File: src/rtl/core/srs_pkg.sv
// Shared constants, codes, types and helpers for the selective-repeat sender.
`default_nettype none

package srs_pkg;

    // Window and sequence space.
    localparam int WINDOW_SIZE = 6;
    localparam int SEQ_SPACE   = 7;
    localparam int WINDOW_CAP  = (WINDOW_SIZE < SEQ_SPACE) ? WINDOW_SIZE : (SEQ_SPACE - 1);
    localparam int SEQ_IW      = (SEQ_SPACE > 1) ? $clog2(SEQ_SPACE) : 1;

    // Field widths.
    localparam int TIMER_W = 16;
    localparam int CK_W    = 14;
    localparam int PSUM_W  = 13;
    localparam int SEQ_W   = 4;
    localparam int CNT_W   = 4;

    localparam logic [TIMER_W-1:0] TIMEOUT_RESET = 16'd16;

    // Input kinds.
    localparam logic [1:0] KIND_MSG  = 2'd0;
    localparam logic [1:0] KIND_ACK  = 2'd1;
    localparam logic [1:0] KIND_TICK = 2'd2;

    // ACK status codes.
    localparam logic [2:0] ST_NOT_ACK = 3'd0;
    localparam logic [2:0] ST_NEW     = 3'd1;
    localparam logic [2:0] ST_DUP     = 3'd2;
    localparam logic [2:0] ST_OUTSIDE = 3'd3;
    localparam logic [2:0] ST_CORRUPT = 3'd4;

    // Sequencer states.
    typedef enum logic [2:0] {
        S_IDLE,
        S_EXEC,
        S_SEARCH,
        S_SLIDE,
        S_DONE
    } t_state;

    // Commands to the retransmission timer.
    typedef struct packed {
        logic start;
        logic stop;
        logic dec;
    } t_tmr_cmd;

    // Timer status back to the sequencer.
    typedef struct packed {
        logic active;
        logic expiring;
    } t_tmr_sts;

    // Sequence number plus one, modulo the sequence space.
    function automatic logic [SEQ_IW-1:0] seq_inc(input logic [SEQ_IW-1:0] s);
        logic [SEQ_IW-1:0] r;
        if (s == SEQ_IW'(SEQ_SPACE - 1)) begin
            r = '0;
        end else begin
            r = s + SEQ_IW'(1);
        end
        return r;
    endfunction

endpackage

`default_nettype wire

File: src/rtl/core/srs_timer.sv
// Retransmission timer with load, stop and tick-down commands.
`default_nettype none

module srs_timer (
    input  wire                              i_clk,
    input  wire                              i_rst_n,
    input  wire logic [srs_pkg::TIMER_W-1:0] i_timeout,
    input  wire srs_pkg::t_tmr_cmd           i_cmd,
    output srs_pkg::t_tmr_sts                o_sts
);

    logic [srs_pkg::TIMER_W-1:0] r_remaining;
    logic [srs_pkg::TIMER_W-1:0] n_remaining;
    logic                        r_active;
    logic                        n_active;

    // Start has priority; a zero timeout behaves as one tick.
    always_comb begin
        n_remaining = r_remaining;
        n_active    = r_active;
        if (i_cmd.start) begin
            n_remaining = (i_timeout == '0) ? srs_pkg::TIMER_W'(1) : i_timeout;
            n_active    = 1'b1;
        end else if (i_cmd.stop) begin
            n_remaining = '0;
            n_active    = 1'b0;
        end else if (i_cmd.dec) begin
            n_remaining = r_remaining - srs_pkg::TIMER_W'(1);
        end
    end

    always_ff @(posedge i_clk) begin
        if (!i_rst_n) begin
            r_remaining <= '0;
            r_active    <= 1'b0;
        end else begin
            r_remaining <= n_remaining;
            r_active    <= n_active;
        end
    end

    // The next tick expires the timer when one tick or less remains.
    assign o_sts.active   = r_active;
    assign o_sts.expiring = (r_remaining <= srs_pkg::TIMER_W'(1));

endmodule

`default_nettype wire

File: src/rtl/core/selective_repeat_sender_unit.sv
// Top level of the selective-repeat ARQ sender with one retransmission timer.
//
//  Channel   | Handshake                 | Payload
//  ----------+---------------------------+-------------------------------------------
//  command   | start / busy              | i_kind, i_payload_sum, i_ack_seqnum,
//            |                           | i_ack_number, i_ack_checksum
//  result    | o_done (one-cycle strobe) | o_accepted, o_ack_status, o_send_valid,
//            |                           | o_send_seqnum, o_send_checksum,
//            |                           | o_is_retransmit, o_timer_running, o_outstanding
//  config    | i_cfg_valid / o_cfg_ready | i_cfg_data (timeout_ticks)
//
// A message, a tick or a failing ACK strobes its result in the DONE state that follows
// the EXEC state after its transfer, and busy drops the cycle after.
// A new ACK adds a window slide in the SLIDE state, and when it hits
// the timed packet an oldest-unacked search in the SEARCH state first;
// an expiring tick may run that search too. Both walk one flag per cycle.
// Synchronous active-low reset clears the window, flags, timer and config to 16.
// The done strobe is high for exactly one cycle; the receiver cannot stall it.
`default_nettype none

module selective_repeat_sender_unit (
    input  wire                              i_clk,
    input  wire                              i_rst_n,
    input  wire                              start,
    output logic                             busy,
    input  wire logic [1:0]                  i_kind,
    input  wire logic [srs_pkg::PSUM_W-1:0]  i_payload_sum,
    input  wire logic [srs_pkg::SEQ_W-1:0]   i_ack_seqnum,
    input  wire logic [srs_pkg::SEQ_W-1:0]   i_ack_number,
    input  wire logic [srs_pkg::CK_W-1:0]    i_ack_checksum,
    output logic                             o_done,
    output logic                             o_accepted,
    output logic [2:0]                       o_ack_status,
    output logic                             o_send_valid,
    output logic [srs_pkg::SEQ_W-1:0]        o_send_seqnum,
    output logic signed [srs_pkg::CK_W-1:0]  o_send_checksum,
    output logic                             o_is_retransmit,
    output logic                             o_timer_running,
    output logic [srs_pkg::CNT_W-1:0]        o_outstanding,
    input  wire                              i_cfg_valid,
    output logic                             o_cfg_ready,
    input  wire logic [srs_pkg::TIMER_W-1:0] i_cfg_data
);

    localparam int SIW = srs_pkg::SEQ_IW;
    localparam int SS  = srs_pkg::SEQ_SPACE;

    // Sequencer and window state.
    srs_pkg::t_state               r_state, n_state;
    logic [srs_pkg::TIMER_W-1:0]   r_timeout;
    logic [SIW-1:0]                r_base, n_base;
    logic [SIW-1:0]                r_next_seq, n_next_seq;
    logic [srs_pkg::CNT_W-1:0]     r_count, n_count;
    logic                          r_oldest_valid, n_oldest_valid;
    logic [SIW-1:0]                r_oldest_seq, n_oldest_seq;
    logic [SS-1:0]                 r_acked, n_acked;
    logic [SS-1:0]                 r_inwin, n_inwin;
    logic [SIW-1:0]                r_ptr, n_ptr;
    logic [srs_pkg::CNT_W-1:0]     r_walk, n_walk;
    logic                          r_then_slide, n_then_slide;

    // Latched command fields.
    logic [1:0]                    r_kind;
    logic [srs_pkg::PSUM_W-1:0]    r_psum;
    logic [srs_pkg::SEQ_W-1:0]     r_aseq;
    logic [srs_pkg::SEQ_W-1:0]     r_anum;
    logic [srs_pkg::CK_W-1:0]      r_ack_ck;

    // Result fields.
    logic                          r_accepted, n_accepted;
    logic [2:0]                    r_status, n_status;
    logic                          r_send_valid, n_send_valid;
    logic [SIW-1:0]                r_send_seq, n_send_seq;
    logic [srs_pkg::CK_W-1:0]      r_send_ck, n_send_ck;
    logic                          r_rtx, n_rtx;

    // Checksum store, one entry per sequence number, no reset.
    logic [srs_pkg::CK_W-1:0]      r_ck_mem [SS];
    logic                          ck_we;
    logic [srs_pkg::CK_W-1:0]      msg_ck;

    srs_pkg::t_tmr_cmd             tmr_cmd;
    srs_pkg::t_tmr_sts             tmr_sts;

    // ACK decode helpers.
    logic [SIW-1:0]                a_idx;
    logic                          a_in_space;
    logic [4:0]                    a_dist;
    logic                          a_sum_ok;

    srs_timer u_timer (
        .i_clk     (i_clk),
        .i_rst_n   (i_rst_n),
        .i_timeout (r_timeout),
        .i_cmd     (tmr_cmd),
        .o_sts     (tmr_sts)
    );

    // Shared arithmetic for the message checksum and the ACK checks.
    assign msg_ck     = srs_pkg::CK_W'(r_next_seq) + srs_pkg::CK_W'(r_psum)
                        - srs_pkg::CK_W'(1);
    assign a_sum_ok   = (srs_pkg::CK_W'(r_aseq) + srs_pkg::CK_W'(r_anum)
                        + srs_pkg::CK_W'(r_psum)) == r_ack_ck;
    assign a_idx      = r_anum[SIW-1:0];
    assign a_in_space = ({1'b0, r_anum} < 5'(SS));
    assign a_dist     = ({1'b0, r_anum} >= 5'(r_base))
                        ? ({1'b0, r_anum} - 5'(r_base))
                        : ({1'b0, r_anum} + 5'(SS) - 5'(r_base));

    // Next state and datapath control.
    always_comb begin
        n_state        = r_state;
        n_base         = r_base;
        n_next_seq     = r_next_seq;
        n_count        = r_count;
        n_oldest_valid = r_oldest_valid;
        n_oldest_seq   = r_oldest_seq;
        n_acked        = r_acked;
        n_inwin        = r_inwin;
        n_ptr          = r_ptr;
        n_walk         = r_walk;
        n_then_slide   = r_then_slide;
        n_accepted     = r_accepted;
        n_status       = r_status;
        n_send_valid   = r_send_valid;
        n_send_seq     = r_send_seq;
        n_send_ck      = r_send_ck;
        n_rtx          = r_rtx;
        ck_we          = 1'b0;
        tmr_cmd        = '0;

        case (r_state)
            srs_pkg::S_IDLE: begin
                if (start) begin
                    n_accepted   = 1'b0;
                    n_status     = srs_pkg::ST_NOT_ACK;
                    n_send_valid = 1'b0;
                    n_send_seq   = '0;
                    n_send_ck    = '0;
                    n_rtx        = 1'b0;
                    n_state      = srs_pkg::S_EXEC;
                end
            end

            srs_pkg::S_EXEC: begin
                n_state = srs_pkg::S_DONE;
                n_ptr   = r_base;
                n_walk  = r_count;
                if (r_kind == srs_pkg::KIND_MSG) begin
                    // New message enters the window when there is room.
                    if (r_count < srs_pkg::CNT_W'(srs_pkg::WINDOW_CAP)) begin
                        ck_we                = 1'b1;
                        n_acked[r_next_seq]  = 1'b0;
                        n_inwin[r_next_seq]  = 1'b1;
                        n_count              = r_count + srs_pkg::CNT_W'(1);
                        n_accepted           = 1'b1;
                        n_send_valid         = 1'b1;
                        n_send_seq           = r_next_seq;
                        n_send_ck            = msg_ck;
                        if (!r_oldest_valid) begin
                            n_oldest_valid = 1'b1;
                            n_oldest_seq   = r_next_seq;
                            tmr_cmd.start  = 1'b1;
                        end
                        n_next_seq = srs_pkg::seq_inc(r_next_seq);
                    end
                end else if (r_kind == srs_pkg::KIND_ACK) begin
                    // Classify the ACK, then mark, re-time and slide.
                    if (!a_sum_ok) begin
                        n_status = srs_pkg::ST_CORRUPT;
                    end else if (r_count == '0) begin
                        n_status = srs_pkg::ST_DUP;
                    end else if (!a_in_space || (a_dist >= {1'b0, r_count})) begin
                        n_status = srs_pkg::ST_OUTSIDE;
                    end else if (r_acked[a_idx] || !r_inwin[a_idx]) begin
                        n_status = srs_pkg::ST_DUP;
                    end else begin
                        n_status       = srs_pkg::ST_NEW;
                        n_acked[a_idx] = 1'b1;
                        if (r_oldest_valid && (a_idx == r_oldest_seq)) begin
                            tmr_cmd.stop = 1'b1;
                            n_then_slide = 1'b1;
                            n_state      = srs_pkg::S_SEARCH;
                        end else begin
                            n_state = srs_pkg::S_SLIDE;
                        end
                    end
                end else if (r_kind == srs_pkg::KIND_TICK) begin
                    // Timer tick: count down, or resend or re-time on expiry.
                    if (tmr_sts.active) begin
                        if (!tmr_sts.expiring) begin
                            tmr_cmd.dec = 1'b1;
                        end else begin
                            tmr_cmd.stop = 1'b1;
                            if (r_oldest_valid) begin
                                if (!r_acked[r_oldest_seq] && r_inwin[r_oldest_seq]) begin
                                    n_send_valid  = 1'b1;
                                    n_send_seq    = r_oldest_seq;
                                    n_send_ck     = r_ck_mem[r_oldest_seq];
                                    n_rtx         = 1'b1;
                                    tmr_cmd.start = 1'b1;
                                end else begin
                                    n_then_slide = 1'b0;
                                    n_state      = srs_pkg::S_SEARCH;
                                end
                            end
                        end
                    end
                end
            end

            srs_pkg::S_SEARCH: begin
                // Walk the window from its base for the oldest unacked packet.
                if (r_walk == '0) begin
                    n_oldest_valid = 1'b0;
                    n_oldest_seq   = '0;
                    n_state        = r_then_slide ? srs_pkg::S_SLIDE : srs_pkg::S_DONE;
                end else if (!r_acked[r_ptr] && r_inwin[r_ptr]) begin
                    n_oldest_valid = 1'b1;
                    n_oldest_seq   = r_ptr;
                    tmr_cmd.start  = 1'b1;
                    n_state        = r_then_slide ? srs_pkg::S_SLIDE : srs_pkg::S_DONE;
                end else begin
                    n_ptr  = srs_pkg::seq_inc(r_ptr);
                    n_walk = r_walk - srs_pkg::CNT_W'(1);
                end
            end

            srs_pkg::S_SLIDE: begin
                // Move the base past one acknowledged packet per cycle.
                if ((r_count != '0) && r_acked[r_base] && r_inwin[r_base]) begin
                    n_inwin[r_base] = 1'b0;
                    n_base          = srs_pkg::seq_inc(r_base);
                    n_count         = r_count - srs_pkg::CNT_W'(1);
                end else begin
                    n_state = srs_pkg::S_DONE;
                end
            end

            srs_pkg::S_DONE: begin
                n_state = srs_pkg::S_IDLE;
            end

            default: begin
                n_state = srs_pkg::S_IDLE;
            end
        endcase
    end

    // Control registers.
    always_ff @(posedge i_clk) begin
        if (!i_rst_n) begin
            r_state        <= srs_pkg::S_IDLE;
            r_timeout      <= srs_pkg::TIMEOUT_RESET;
            r_base         <= '0;
            r_next_seq     <= '0;
            r_count        <= '0;
            r_oldest_valid <= 1'b0;
            r_oldest_seq   <= '0;
            r_acked        <= '0;
            r_inwin        <= '0;
        end else begin
            r_state        <= n_state;
            r_base         <= n_base;
            r_next_seq     <= n_next_seq;
            r_count        <= n_count;
            r_oldest_valid <= n_oldest_valid;
            r_oldest_seq   <= n_oldest_seq;
            r_acked        <= n_acked;
            r_inwin        <= n_inwin;
            if (i_cfg_valid && o_cfg_ready) begin
                r_timeout <= i_cfg_data;
            end
        end
    end

    // Payload registers: command latch, walk pointer and result fields.
    always_ff @(posedge i_clk) begin
        if ((r_state == srs_pkg::S_IDLE) && start) begin
            r_kind   <= i_kind;
            r_psum   <= i_payload_sum;
            r_aseq   <= i_ack_seqnum;
            r_anum   <= i_ack_number;
            r_ack_ck <= i_ack_checksum;
        end
        r_ptr        <= n_ptr;
        r_walk       <= n_walk;
        r_then_slide <= n_then_slide;
        r_accepted   <= n_accepted;
        r_status     <= n_status;
        r_send_valid <= n_send_valid;
        r_send_seq   <= n_send_seq;
        r_send_ck    <= n_send_ck;
        r_rtx        <= n_rtx;
    end

    // Checksum store write.
    always_ff @(posedge i_clk) begin
        if (ck_we) begin
            r_ck_mem[r_next_seq] <= msg_ck;
        end
    end

    // Ports.
    assign busy            = (r_state != srs_pkg::S_IDLE);
    assign o_done          = (r_state == srs_pkg::S_DONE);
    assign o_cfg_ready     = 1'b1;
    assign o_accepted      = r_accepted;
    assign o_ack_status    = r_status;
    assign o_send_valid    = r_send_valid;
    assign o_send_seqnum   = srs_pkg::SEQ_W'(r_send_seq);
    assign o_send_checksum = signed'(r_send_ck);
    assign o_is_retransmit = r_rtx;
    assign o_timer_running = tmr_sts.active;
    assign o_outstanding   = r_count;

`ifndef ASSERT_OFF
    // The result strobe always returns the block to idle.
    a_done_to_idle: assert property (@(posedge i_clk) disable iff (!i_rst_n)
        o_done |=> !busy)
        else $error("result strobe not followed by idle");

    // The window never holds more packets than its capacity.
    a_window_cap: assert property (@(posedge i_clk) disable iff (!i_rst_n)
        r_count <= srs_pkg::CNT_W'(srs_pkg::WINDOW_CAP))
        else $error("window count above capacity");

    // A transmission is either a new message or a resend, never both.
    a_send_kind: assert property (@(posedge i_clk) disable iff (!i_rst_n)
        (o_done && o_send_valid) |-> (o_accepted != o_is_retransmit))
        else $error("transmission is neither new nor resend");

    // A started timer always means some packet is being timed.
    a_timer_oldest: assert property (@(posedge i_clk) disable iff (!i_rst_n)
        (o_done && o_timer_running) |-> r_oldest_valid)
        else $error("timer running with no timed packet");
`endif

endmodule

`default_nettype wire
File: config.mk
export PLATFORM = sky130hd
export DESIGN_NAME = selective_repeat_sender_unit
export DESIGN_NICKNAME = d
export VERILOG_FILES = /design/src/rtl/core/srs_pkg.sv /design/src/rtl/core/srs_timer.sv /design/src/rtl/core/selective_repeat_sender_unit.sv
export SDC_FILE = /design/constraint.sdc
export NUM_CORES = 1
export LEC_CHECK = 0
export ABC_AREA = 1
export BUFFER_PORTS_ARGS = -buffer_cell sky130_fd_sc_hd__buf_2
export CAP_MARGIN = 20
export CORE_MARGIN = 2
export CORE_UTILIZATION = 54
export CTS_CLUSTER_DIAMETER = 80
export DETAILED_ROUTE_END_ITERATION = 10
export PLACE_DENSITY = 0.84
export SYNTH_ARGS = -nofsm -noshare
export SYNTH_HDL_FRONTEND = slang
export SYNTH_SLANG_ARGS = --single-unit
File: constraint.sdc
create_clock -name i_clk -period 12.4 [get_ports i_clk]
set_input_delay 2.48 -clock i_clk [delete_from_list [all_inputs] [get_ports i_clk]]
set_output_delay 2.48 -clock i_clk [all_outputs]
set_load 0.03 [all_outputs]
==> impl_metrics.toml <==
[global_routing]
use_met2_pct = 40.5
grt_max_degree = 44
overflow = 0
use_met3_pct = 5.01
top_usage_layer = "met2"
gr-usage-met1_pct = 31.1
grt_pass1_wl_mm = 47.3
grt_pass1_vias = 9745
grt.total_usage_pct = 24.2
antenna_found_initial = 0

[setup_path]
rr_startpoint = "r_base[1]$_SDFFE_PN0P_"
end_kind = "register"
cp_data_required_time_ns = 12.85
r2r_cells = 21
startpoint = "r_base[1]$_SDFFE_PN0P_"
cp_max_fo = 33
startpoint_type = "register"
worstSetupPathType = "register to register"
crit_arrival_ns = 4.77

[finish]
areaGrowthSynthToFinish_pct = 12.3
n_antenna_cell = 0
final_cells = 1824
nNetsFinal = 1608
drive_above_1_share_pct = 13.2

[flow_run]
maxCapViolations = 0

[clocking]
postCtsHoldBufs = 0
cts_made_buffers = 25
insertion_delay_ns = 0.55
cts_sinks = 233
cts-resized-gates = 0
cts_buffer_depth = 3
tritoncts = "done"
htreeDepth = 1
clk_pin_slew_worst_paths_ns = 0.07
cts-root-buf = "clkbuf_16"
post_cts_buffers = 0

[timing]
fmax_mhz = 232
tightest_slew_ns = 1.07
setup_violations = 0
fin_ws_ns = 8.08
hold_viol_final = 0
skew_ns = 0.0334
rsz0062_at_grt = "no"
post-route-period-util_pct = 34.8
fin_crit_ns = 4.32
slew_violations = 0
relSlewSlack_pct = 28.5
setup-tns-final_ns = 0

[route]
routedWlPerCell_microns = 16.4
via_per_inst = 5.61
drtIter0Drc = 1011
final_antenna_net_count = 0
route.detailed.drc = 0
wl_mm = 29.8
first_pass_iters = 7
vias = 10200

[power_and_ir_drop]
clkPwrFrac_pct = 34.7
peakVddDrop_uv = 153
power_leakage_nw = 5.87
p_int_mw = 1.60
swShare_pct = 31.5
power_density_nw_per_um2 = 166
switching_power_mw = 0.737
pwr-share-seq_pct = 41.4
pwr-share-comb_pct = 23.8

[logic_synthesis]
yosys_most_used_dff = "edfxtp_1"
synth_edf_count = 166
synth.distinct_cells = 53
synth_area_sq_um = 12600
ys_seq_area_share_pct = 50.3
synth.top_cell.area_share_pct = 39.6
yosys_register_bits = 233
ys_async_sr_fraction_pct = 0
syn_area_per_cell_sq_um = 8.86
synth.area.top_cells = "edfxtp_1 40%, dfxtp_1 11%, nand2_1 7.7%, ha_1 4.7%, inv_1 4.6%"
yosysMostFrequentCell = "nand2_1"
synth_common_cells = "258 x nand2_1, 166 x edfxtp_1, 154 x inv_1, 154 x nor2_1, 113 x o21ai_0"
postSynthCellCount = 1419
synth_nets = 1533
yosysTopAreaCell = "edfxtp_1"
yosys_warnings = 0

[floorplanning]
fp.dieW_microns = 157
initial_utilization_pct = 55.2
core_sq_um = 22800
rows = 55
dieArea_sq_um = 24500
io_pins = 89
fp.dieH_microns = 157

[outcome]
status = "complete, no violations"

[place]
placedCellCount = 1779
gp_congestion = 0.955
portBuffers = 86
pre_cts_ws_ns = 7.28
hpwlAfterDp_mm = 20.3

[min_path]
hold_path_depth = 2
hold_start = "r_acked[4]$_SDFFE_PN0P_"
min_path_type = "register to register"
==> power by group through the flow <==
stage | registers [mW] | clock network (mW) | logic (mW)
final | 0.970 | 0.813 | 0.558
after global routing | 0.976 | 0.850 | 0.622
after CTS | 0.971 | 0.818 | 0.551
after detailed placement | 0.987 | 0 | 0.545
after global placement | 0.986 | 0 | 0.527
after floorplan | 1.02 | 0 | 0.378
==> flip-flops by register name (all words and copies together), names as in the netlist, 4 cells and up, named ones only <==
signal               count
o_outstanding            4
o_send_checksum         14
r_ack_ck                14
r_acked                  7
r_anum                   4
r_aseq                   4
r_ck_mem                98
r_inwin                  7
r_psum                  13
r_timeout               16
r_walk                   4
u_timer.r_remaining     16
==> critical path: stages, from the launching register on <==
cell	delay [ns]
dfxtp_1	0.39
clkinv_1	0.28
ha_1	0.35
fa_1	0.38
inv_1	0.10
nand4_1	0.24
o21ai_0	0.27
ha_1	0.28
nand2_1	0.07
nand2_1	0.04
nand2_1	0.05
nand3_1	0.06
nor2_1	0.09
nand3_1	0.26
nor2_4	0.22
nand3_2	0.08
o21ai_2	0.21
nand3_4	0.36
nand2_1	0.22
nor2_2	0.12
nor2_1	0.12
nor2_1	0.04
==> path summary, 6_finish.rpt <==
check	slack [ns]	endpoint
min	0.48	r_acked[4]$_SDFFE_PN0P_
max reg2reg	8.08	u_timer.r_remaining[11]$_SDFFE_PN0P_
min reg2reg	0.48	r_acked[4]$_SDFFE_PN0P_
max	8.08	u_timer.r_remaining[11]$_SDFFE_PN0P_
==> cell type report <==
cell class / count / area [sq um]
well taps: 313 / 392
clock inverters: 19 / 270
inverters: 178 / 668
multi-input cells: 959 / 5320
repair buffers: 97 / 526
fillers: 1852 / 8650
clock buffers: 25 / 626
flip-flops and latches: 233 / 6330
==> metal layers <==
layer | up-vias | wire length (microns)
met3 | 91 | 2490
met2 | 464 | 14100
met1 | 4728 | 12300
met4 | 0 | 1010
met5 | - | 0
li1 | 4954 | -
==> logic make-up (layout without fill, tap and decap cells) <==
kind of cell               count (synthesis)  in the layout  synth area share, %
xor gates and xnor gates                  36             36                 2.57
DFF                                      233            233                 50.3
AOI/OAI and AO/OA                        276            276                 12.3
muxes                                      2              2                0.159
other                                      2              2               0.0597
buffers and inverters                    227            319                 7.58
and+or+nand+nor                          586            586                 20.8
adders and majority gates                 57             57                 6.27
==> through the flow <==
step	cell area (sq um)	power, mW	util [%]	hold slack [ns]
after global routing	14100	2.45	62.0	0.512
after floorplan	12600	1.39	-	0.433
final	14100	2.34	62.0	0.480
after global placement	13200	1.51	58.0	0.464
after detailed placement	13200	1.53	58.0	0.469
after CTS	14100	2.34	61.9	0.478
==> layout by cell type, fill, tap and decap left out, types with 5 or more instances in the layout <==
cell type,Yosys,routed
dfxtp_1,67,67
nand4_1,31,31
clkbuf_16,0,25
nor2_2,8,9
o22ai_1,17,17
a22o_1,8,8
o21ai_0,113,113
inv_2,14,14
clkinv_1,10,13
edfxtp_1,166,166
inv_1,154,154
nand2_2,19,19
xnor2_1,8,8
bufinv_16,0,6
clkinv_2,0,5
fa_1,10,10
nand2_1,258,258
buf_4,5,10
xor2_1,27,27
o21ai_1,5,5
a21oi_1,97,97
ha_1,47,47
buf_2,3,86
nor2_1,154,152
nor3_1,18,18
nand3_1,77,77
a211oi_1,13,12
Note: power is estimated with default switching activity, not from simulation.
